File: src/hdl/assert_macros.svh
// assertion macros for the rtl files (included by itrt_ctrl)
`ifndef ASSERT_MACROS_SVH
`define ASSERT_MACROS_SVH
`ifndef SYNTHESIS
`define ASSERT_PROP(name, clk, rst, prop) \
  name: assert property (@(posedge clk) disable iff (rst) prop) \
    else $error("assertion failed");
`define ASSERT_NEVER(name, clk, rst, expr) \
  name: assert property (@(posedge clk) disable iff (rst) !(expr)) \
    else $error("forbidden condition seen");
`else
`define ASSERT_PROP(name, clk, rst, prop)
`define ASSERT_NEVER(name, clk, rst, expr)
`endif
`endif

File: src/hdl/itrt_pkg.sv
// shared types, constants and helpers for integer_to_radix_text
package itrt_pkg;

  localparam int RADIX_W = 6;
  localparam int CHAR_W  = 8;

  localparam logic [RADIX_W-1:0] RADIX_RESET = 6'd10;
  localparam logic [RADIX_W-1:0] RADIX_MIN   = 6'd2;
  localparam logic [RADIX_W-1:0] RADIX_MAX   = 6'd36;
  localparam logic [RADIX_W-1:0] DIGIT_LIMIT = 6'd10;

  localparam logic [CHAR_W-1:0] CHAR_ZERO    = 8'd48;
  localparam logic [CHAR_W-1:0] CHAR_LOWER_A = 8'd97;
  localparam logic [CHAR_W-1:0] CHAR_MINUS   = 8'd45;

  typedef struct packed {
    logic load;
    logic shift;
    logic finish;
    logic emit_sign;
    logic emit_digit;
  } cmd_t;

  typedef struct packed {
    logic conv_done;
    logic neg;
    logic last_digit;
    logic out_free;
  } status_t;

  function automatic logic [RADIX_W-1:0] clamp_radix(input logic [RADIX_W-1:0] r);
    logic [RADIX_W-1:0] res;
    res = r;
    if (r < RADIX_MIN) res = RADIX_MIN;
    if (r > RADIX_MAX) res = RADIX_MAX;
    return res;
  endfunction

  function automatic logic [CHAR_W-1:0] digit_to_ascii(input logic [RADIX_W-1:0] d);
    logic [CHAR_W-1:0] res;
    if (d < DIGIT_LIMIT) begin
      res = CHAR_ZERO + {2'b00, d};
    end else begin
      res = CHAR_LOWER_A + {2'b00, d - DIGIT_LIMIT};
    end
    return res;
  endfunction

endpackage

File: src/hdl/itrt_datapath.sv
// datapath: radix register, bit-serial radix conversion, digit store, output register
module itrt_datapath #(
  parameter int WORD_BITS = 32
) (
  input  logic                            clk,
  input  logic                            rst,
  input  logic                            cfg_wen,
  input  logic [itrt_pkg::RADIX_W-1:0]    cfg_wdata,
  input  logic [WORD_BITS-1:0]            value,
  input  itrt_pkg::cmd_t                  cmd,
  output itrt_pkg::status_t               status,
  input  logic                            out_ready,
  output logic                            out_valid,
  output logic [itrt_pkg::CHAR_W-1:0]     out_char,
  output logic                            out_last
);

  localparam int DIGITS = WORD_BITS;
  localparam int NDIG_W = $clog2(DIGITS + 1);
  localparam int IDX_W  = $clog2(DIGITS);
  localparam int BIT_W  = $clog2(WORD_BITS);

  logic [itrt_pkg::RADIX_W-1:0] radix;
  logic [itrt_pkg::RADIX_W-1:0] base;
  logic [WORD_BITS-1:0]         mag;
  logic                         neg;
  logic [itrt_pkg::RADIX_W-1:0] digits [DIGITS];
  logic [itrt_pkg::RADIX_W-1:0] digits_next [DIGITS];
  logic [itrt_pkg::RADIX_W:0]   diff [DIGITS];
  logic [NDIG_W-1:0]            ndig;
  logic [NDIG_W-1:0]            ndig_next;
  logic [IDX_W-1:0]             idx;
  logic [BIT_W-1:0]             bit_cnt;

  logic [DIGITS-1:0] gen;
  logic [DIGITS-1:0] prop;
  logic [DIGITS:0]   sum;
  logic [DIGITS:0]   carry;
  logic              shift_in;

  always_ff @(posedge clk) begin
    if (rst) begin
      radix <= itrt_pkg::RADIX_RESET;
    end else if (cfg_wen) begin
      radix <= cfg_wdata;
    end
  end

  // doubling of the digit vector: each digit is a generate or propagate cell,
  // so all carries come out of one wide add
  always_comb begin
    shift_in = mag[WORD_BITS-1];
    for (int i = 0; i < DIGITS; i++) begin
      gen[i]  = {digits[i], 1'b0} >= {1'b0, base};
      prop[i] = {digits[i], 1'b1} == {1'b0, base};
    end
    sum   = {1'b0, gen | prop} + {1'b0, gen} + {{DIGITS{1'b0}}, shift_in};
    carry = sum ^ {1'b0, gen | prop} ^ {1'b0, gen};
    for (int i = 0; i < DIGITS; i++) begin
      diff[i] = {digits[i], carry[i]} - (carry[i+1] ? {1'b0, base}
                                                    : {(itrt_pkg::RADIX_W+1){1'b0}});
      digits_next[i] = diff[i][itrt_pkg::RADIX_W-1:0];
    end
    // digits above the count are zero, so only the carry into the top can grow it
    ndig_next = ndig + NDIG_W'(carry[ndig]);
  end

  always_ff @(posedge clk) begin
    if (cmd.load) begin
      neg     <= value[WORD_BITS-1];
      mag     <= value[WORD_BITS-1] ? (~value + 1'b1) : value;
      base    <= itrt_pkg::clamp_radix(radix);
      ndig    <= '0;
      bit_cnt <= '0;
      for (int i = 0; i < DIGITS; i++) begin
        digits[i] <= '0;
      end
    end else if (cmd.shift) begin
      mag     <= {mag[WORD_BITS-2:0], 1'b0};
      ndig    <= ndig_next;
      bit_cnt <= bit_cnt + 1'b1;
      for (int i = 0; i < DIGITS; i++) begin
        digits[i] <= digits_next[i];
      end
    end
    if (cmd.finish) begin
      // zero keeps one digit
      idx <= (ndig == '0) ? '0 : IDX_W'(ndig - 1'b1);
    end else if (cmd.emit_digit) begin
      idx <= idx - 1'b1;
    end
  end

  always_ff @(posedge clk) begin
    if (rst) begin
      out_valid <= 1'b0;
    end else if (cmd.emit_sign || cmd.emit_digit) begin
      out_valid <= 1'b1;
    end else if (out_ready) begin
      out_valid <= 1'b0;
    end
  end

  always_ff @(posedge clk) begin
    if (cmd.emit_sign) begin
      out_char <= itrt_pkg::CHAR_MINUS;
      out_last <= 1'b0;
    end else if (cmd.emit_digit) begin
      out_char <= itrt_pkg::digit_to_ascii(digits[idx]);
      out_last <= (idx == '0);
    end
  end

  assign status.conv_done  = (bit_cnt == BIT_W'(WORD_BITS - 1));
  assign status.neg        = neg;
  assign status.last_digit = (idx == '0);
  assign status.out_free   = !out_valid || out_ready;

endmodule

File: src/hdl/itrt_ctrl.sv
// controller state machine: accept, convert, set up the digit pointer, then send sign (if negative) and digits
`include "assert_macros.svh"
module itrt_ctrl (
  input  logic              clk,
  input  logic              rst,
  input  logic              in_valid,
  output logic              in_ready,
  input  itrt_pkg::status_t status,
  output itrt_pkg::cmd_t    cmd
);

  localparam logic [2:0] ST_IDLE  = 3'd0;
  localparam logic [2:0] ST_CONV  = 3'd1;
  localparam logic [2:0] ST_FIN   = 3'd2;
  localparam logic [2:0] ST_SIGN  = 3'd3;
  localparam logic [2:0] ST_DIGIT = 3'd4;

  logic [2:0] state;
  logic [2:0] state_next;

  assign in_ready = (state == ST_IDLE);

  always_comb begin
    state_next = state;
    cmd        = '0;
    case (state)
      ST_IDLE: begin
        if (in_valid) begin
          cmd.load   = 1'b1;
          state_next = ST_CONV;
        end
      end
      ST_CONV: begin
        cmd.shift = 1'b1;
        if (status.conv_done) begin
          state_next = ST_FIN;
        end
      end
      ST_FIN: begin
        cmd.finish = 1'b1;
        state_next = status.neg ? ST_SIGN : ST_DIGIT;
      end
      ST_SIGN: begin
        if (status.out_free) begin
          cmd.emit_sign = 1'b1;
          state_next    = ST_DIGIT;
        end
      end
      ST_DIGIT: begin
        if (status.out_free) begin
          cmd.emit_digit = 1'b1;
          if (status.last_digit) begin
            state_next = ST_IDLE;
          end
        end
      end
      default: begin
        state_next = ST_IDLE;
      end
    endcase
  end

  always_ff @(posedge clk) begin
    if (rst) begin
      state <= ST_IDLE;
    end else begin
      state <= state_next;
    end
  end

  `ASSERT_PROP(a_one_cmd, clk, rst,
    $onehot0({cmd.load, cmd.shift, cmd.finish, cmd.emit_sign, cmd.emit_digit}))
  `ASSERT_PROP(a_emit_has_room, clk, rst,
    (cmd.emit_sign || cmd.emit_digit) |-> status.out_free)
  `ASSERT_PROP(a_load_starts_conv, clk, rst, cmd.load |=> (state == ST_CONV))
  `ASSERT_PROP(a_sign_before_digit, clk, rst, cmd.emit_sign |=> (state == ST_DIGIT))

endmodule

File: src/hdl/integer_to_radix_text.sv
// top level of the integer to radix text converter
// Converts a signed two's complement integer into its text in a programmable
// radix (2..36), one ASCII character per output request, most significant
// digit first, with a leading '-' for negative values. Digits above nine use
// 'a'..'z'; the final character of each number has tlast set, no terminator.
// Input: s_axis_* carries one integer per request. Output: m_axis_* carries
// one character per request. cfg_wen/cfg_wdata write the radix; 0 or 1 act
// as 2, 37..63 act as 36. Write it only while the block is idle.
// Sequence: after acceptance the magnitude is folded into the digit register
// one bit per cycle, then the FIN state sets up the digit pointer, then one
// character (the '-' first, if negative) is loaded per cycle into the output
// register while the receiver keeps up.
// The next integer is accepted as soon as the last character is loaded,
// while it still waits in the output register.
// Reset: returns to idle, drops m_axis_tvalid and sets the radix to ten.
// A stalled receiver holds the current character and pauses the sequence.
module integer_to_radix_text #(
  parameter int WORD_BITS = 32
) (
  input  logic                                clk,
  input  logic                                rst,
  input  logic                                cfg_wen,
  input  logic [itrt_pkg::RADIX_W-1:0]        cfg_wdata,
  input  logic                                s_axis_tvalid,
  output logic                                s_axis_tready,
  // [WORD_BITS-1:0] value, zero padded to whole bytes
  input  logic [((WORD_BITS + 7) / 8) * 8-1:0] s_axis_tdata,
  output logic                                m_axis_tvalid,
  input  logic                                m_axis_tready,
  // [7:0] character
  output logic [itrt_pkg::CHAR_W-1:0]         m_axis_tdata,
  output logic                                m_axis_tlast
);

  itrt_pkg::cmd_t    cmd;
  itrt_pkg::status_t status;

  itrt_ctrl u_ctrl (
    .clk      (clk),
    .rst      (rst),
    .in_valid (s_axis_tvalid),
    .in_ready (s_axis_tready),
    .status   (status),
    .cmd      (cmd)
  );

  itrt_datapath #(
    .WORD_BITS (WORD_BITS)
  ) u_datapath (
    .clk       (clk),
    .rst       (rst),
    .cfg_wen   (cfg_wen),
    .cfg_wdata (cfg_wdata),
    .value     (s_axis_tdata[WORD_BITS-1:0]),
    .cmd       (cmd),
    .status    (status),
    .out_ready (m_axis_tready),
    .out_valid (m_axis_tvalid),
    .out_char  (m_axis_tdata),
    .out_last  (m_axis_tlast)
  );

endmodule
File: config.mk
export PLATFORM = sky130hd
export DESIGN_NAME = integer_to_radix_text
export DESIGN_NICKNAME = d
export VERILOG_FILES = /design/src/hdl/itrt_pkg.sv /design/src/hdl/itrt_datapath.sv /design/src/hdl/itrt_ctrl.sv /design/src/hdl/integer_to_radix_text.sv
export VERILOG_INCLUDE_DIRS = /design/src /design/src/hdl
export SDC_FILE = /design/constraint.sdc
export NUM_CORES = 1
export LEC_CHECK = 0
export BUFFER_PORTS_ARGS = -buffer_cell sky130_fd_sc_hd__buf_2
export CORE_UTILIZATION = 25
export CTS_BUF_LIST = sky130_fd_sc_hd__clkbuf_16
export DETAILED_ROUTE_END_ITERATION = 8
export GPL_TIMING_DRIVEN = 1
export PLACE_DENSITY = 0.44
export SLEW_MARGIN = 20
export SYNTH_ARGS = -nofsm -noshare
export SYNTH_HDL_FRONTEND = slang
export SYNTH_SLANG_ARGS = --single-unit
File: constraint.sdc
create_clock -name clk -period 7.4 [get_ports clk]
set_input_delay 1.11 -clock clk [delete_from_list [all_inputs] [get_ports clk]]
set_output_delay 1.11 -clock clk [all_outputs]
set_load 0.02 [all_outputs]
==> results by group <==
Status
  – Status: complete, no violations

Timing
  – Post-route clock period utilization: 88.6%
  – Minimum clock period: 6.55 ns
  – Count of final max-slew check failures: 0
  – Final setup fails: 0
  – Max Fclk: ~150 MHz
  – Worst slew pin tran: 1.05 ns
  – Endpoints failing hold: 0
  – Unrepaired setup endpoints after global routing: false
  – Max Clock Skew: 0.0450 ns
  – TNS Setup: 0 ns
  – Slew headroom: 30.3%

Yosys
  – Cells after Synth: 2,534
  – Seq cells post-synth: 271
  – Commonest cells post-synth: 333 x ha_1, 274 x nand2_1, 251 x nor2_1
  – Synth Net Count: roughly 2.9k
  – Number of synthesized flops with an enable pin: 236
  – Synth unique cells: 95
  – Biggest area consumer among synthesized cells: edfxtp_1
  – Synth Flop Type: edfxtp_1
  – Top cell type's share of synthesized area: 29.1%
  – Synthesized area: 0.0244 mm2
  – Synth warn: 0
  – Most common cell in the netlist: ha_1
  – Post-synthesis async set-or-reset flop share: 0%
  – Synth area leaders: edfxtp_1 29%, ha_1 17%, mux4_2 5.5%, xor2_1 4.4%, nand2_1 4.2%
  – Syn avg cell area: about 9.6 um2
  – Sequential area share after synthesis: 31.9%

Clock network
  – Cts bufs inserted: 38
  – Clk_lat worst skew: 0.59 ns
  – Post-CTS Hold Fix Bufs: 0
  – Worst-path clk slew: around 0.060 ns
  – Clock tree buffer depth: 3
  – Htree depth: 2
  – CTS sink cnt: between 200 and 300
  – CTS Root Cell: clkbuf_16
  – Post-cts sizing count: 0
  – Post-CTS Setup Repair Bufs: 0
  – CTS tree: yes

Routing
  – Drt pass-1 iters: 5
  – Routed wire length: 76,300 um
  – Vias/cell: slightly below 5
  – Antenna-violating nets left: 0
  – DR WL/cell: 19.7 um
  – DRC errors left: 0
  – Via count: 19.2k
  – 1st-iter DRT viols: 1,463

Power
  – Pwr Density: 373 mW/mm2
  – Power, Total: 10.2 mW
  – Worst vdd ir: 128 uV
  – Leakage: 11.8 nW

Critical path
  – CP Cell Sequence: inv_2 > buf_4 > ha_1 > a21o_1 > a211o_1 > nor4_1 > nand2_1 > nor4_1 > o211ai_1 > nand3_2 > inv_2 > o21ai_4 > inv_2 > o21bai_4 > nand2_1 > ha_1 > nor2b_1 > o21ai_0 > nand2b_1 > a21o_1 > a21oi_1 > xor2_1 > and3_1 > nor3_1
  – CP dominant cell by count: inv_2
  – Crit path kind: reg2reg
  – Crit-path max cell delay: 0.66 ns
  – Startpoint types: flip-flop
  – Critical Path Slowest Stage Cell: nor4_1
  – Crit path DAT: 6.86 ns
  – Crit path max fanout: 14
  – Crit end category: flip-flop
  – Critical Path RT: just under 8 ns
  – CP top delay family: simple AND/OR/NAND/NOR gates
  – R2R cell count: 24
  – Critical path depth: 24
  – CP Buf/Inv Count: 4

Layout
  – Nets: 2,973
  – Layout cells sized above 1: 10.2%
  – Final Non-Filler Cells: 3,871
  – Filler cell count: 10.3k
  – Area of the multi-input gates: around 0.016 mm2
  – Area grow syn2layout: 12.0%
  – Ant. Diodes: 0
  – Register area: 0.00779 mm2

Min path
  – WHS Path Cells: 2
  – Hold Crit Class: reg2reg

Placed design
  – DP HPWL: 55,500 um
  – Port Buf Inserts: 53
  – Cell total after placement: 3,801
  – Routability cong.: 0.844

Floorplan
  – Starting Density: 25.2%
  – Row count: 114
  – Core Region: 0.0967 mm2
  – Die footprint: 0.0988 mm2
  – Die width: ~310 um
  – I/O pins: 54
  – Overall die height: approximately 310 um

GRT
  – Initial antenna violation count: 1
  – Total global-route track usage: 15.4%
  – Pin count of the biggest net entering global routing: 102
  – Gr ovfl total: 0
  – Number of global-route vias before repair: 18.4k
  – First-pass GRT wire length: 117,000 um

Job
  – Max_cap viols: 0
-- report_power, final --
group / leakage [nW] / total, mW / internal [mW] / switching [mW]
Sequential: 2.70 / 2.90 / 2.34 / 0.563
Clock: 0.601 / 1.75 / 0.977 / 0.774
Combinational: 8.51 / 5.52 / 2.44 / 3.08
Total: 11.8 / 10.2 / 5.75 / 4.42
-- logic make-up (layout without fill, tap and decap cells) --
group / count (synthesis) / in the layout / share of synthesized area [%]
AND/OR/NAND/NOR: 887 / 887 / 17.5
AO/OA/AOI/OAI: 504 / 504 / 13.6
adder cells (fa/ha/maj): 365 / 365 / 19.7
flip-flops: 271 / 271 / 31.9
buffers and inverters: 243 / 304 / 3.90
XOR/XNOR: 184 / 184 / 6.61
multiplexers: 80 / 80 / 6.66
-- registers in the layout, indices dropped and copies added, names as in the netlist, named ones only --
| signal | cells |
|---|---|
| u_datapath.digits | 192 |
| u_datapath.mag | 32 |
| u_ctrl.state | 3 |
| u_datapath.bit_cnt | 5 |
| u_datapath.idx | 5 |
| u_datapath.radix | 6 |
| u_datapath.base | 6 |
| u_datapath.ndig | 6 |
| u_datapath.out_last | 1 |
| u_datapath.out_char | 8 |
| u_datapath.out_valid | 1 |
| u_datapath.neg | 1 |
-- per-stage QoR --
| step | instance area (um2) | util [%] | hold slack (ns) | setup slack (ns) |
|---|---|---|---|---|
| finish | 27300 | 28.2 | 0.445 | 0.847 |
| global route | 27300 | 28.2 | 0.472 | 0.452 |
| global placement | 26100 | 27.0 | 0.440 | 0.914 |
| CTS | 27300 | 28.2 | 0.449 | 0.829 |
| detailed placement | 26100 | 27.0 | 0.442 | 0.863 |
| floorplan | 24400 | - | 0.441 | 0.230 |
-- worst paths after layout --
| kind | start | to | slack (ns) |
|---|---|---|---|
| hold / removal | u_datapath.out_char[4] | u_datapath.out_char[4] | 0.44 |
| setup reg to reg | u_datapath.base[4] | u_datapath.digits[29][5] | 0.85 |
| hold reg to reg | u_datapath.out_char[4] | u_datapath.out_char[4] | 0.44 |
| setup / recovery | u_datapath.base[4] | u_datapath.digits[29][5] | 0.85 |
-- worst reg2reg max path, stage by stage (launching register included) --
cell	delay (ns)
edfxtp_1	0.39
inv_2	0.35
buf_4	0.36
ha_1	0.30
a21o_1	0.16
a211o_1	0.33
nor4_1	0.66
nand2_1	0.26
nor4_1	0.53
o211ai_1	0.32
nand3_2	0.27
inv_2	0.12
o21ai_4	0.26
inv_2	0.12
o21bai_4	0.26
nand2_1	0.14
ha_1	0.31
nor2b_1	0.12
o21ai_0	0.14
nand2b_1	0.10
a21o_1	0.19
a21oi_1	0.17
xor2_1	0.19
and3_1	0.17
nor3_1	0.04
-- layout make-up --
class	count	area share (%)
well taps	1276	5.85
flip-flops and latches	271	28.6
repair buffers	86	1.93
inverters	148	2.07
multi-input cells	2020	57.4
clock inverters	32	0.756
clock buffers	38	3.48
-- routing by layer --
layer	global-route usage, %	vias up	share of wire [%]	wire length [um]
met5	0	-	0.0092	7
met4	4.16	2	2.6	1990
met3	1.59	94	3.9	2960
met2	23.5	406	43	33000
met1	22.7	9397	50	38400
li1	-	9300	-	-
-- cell usage in the layout (no fill, tap or decap), drive strengths merged, types with 46 or more instances in the layout --
cell type,n
nor2,252
nand2,275
o21ai,106
ha,333
xor2,122
nand2b,46
a21oi,158
edfxtp,236
buf,86
xnor2,62
mux4,64
nor3,62
inv,157
a21o,96
nor2b,46
(Power assumes the default switching activity.)
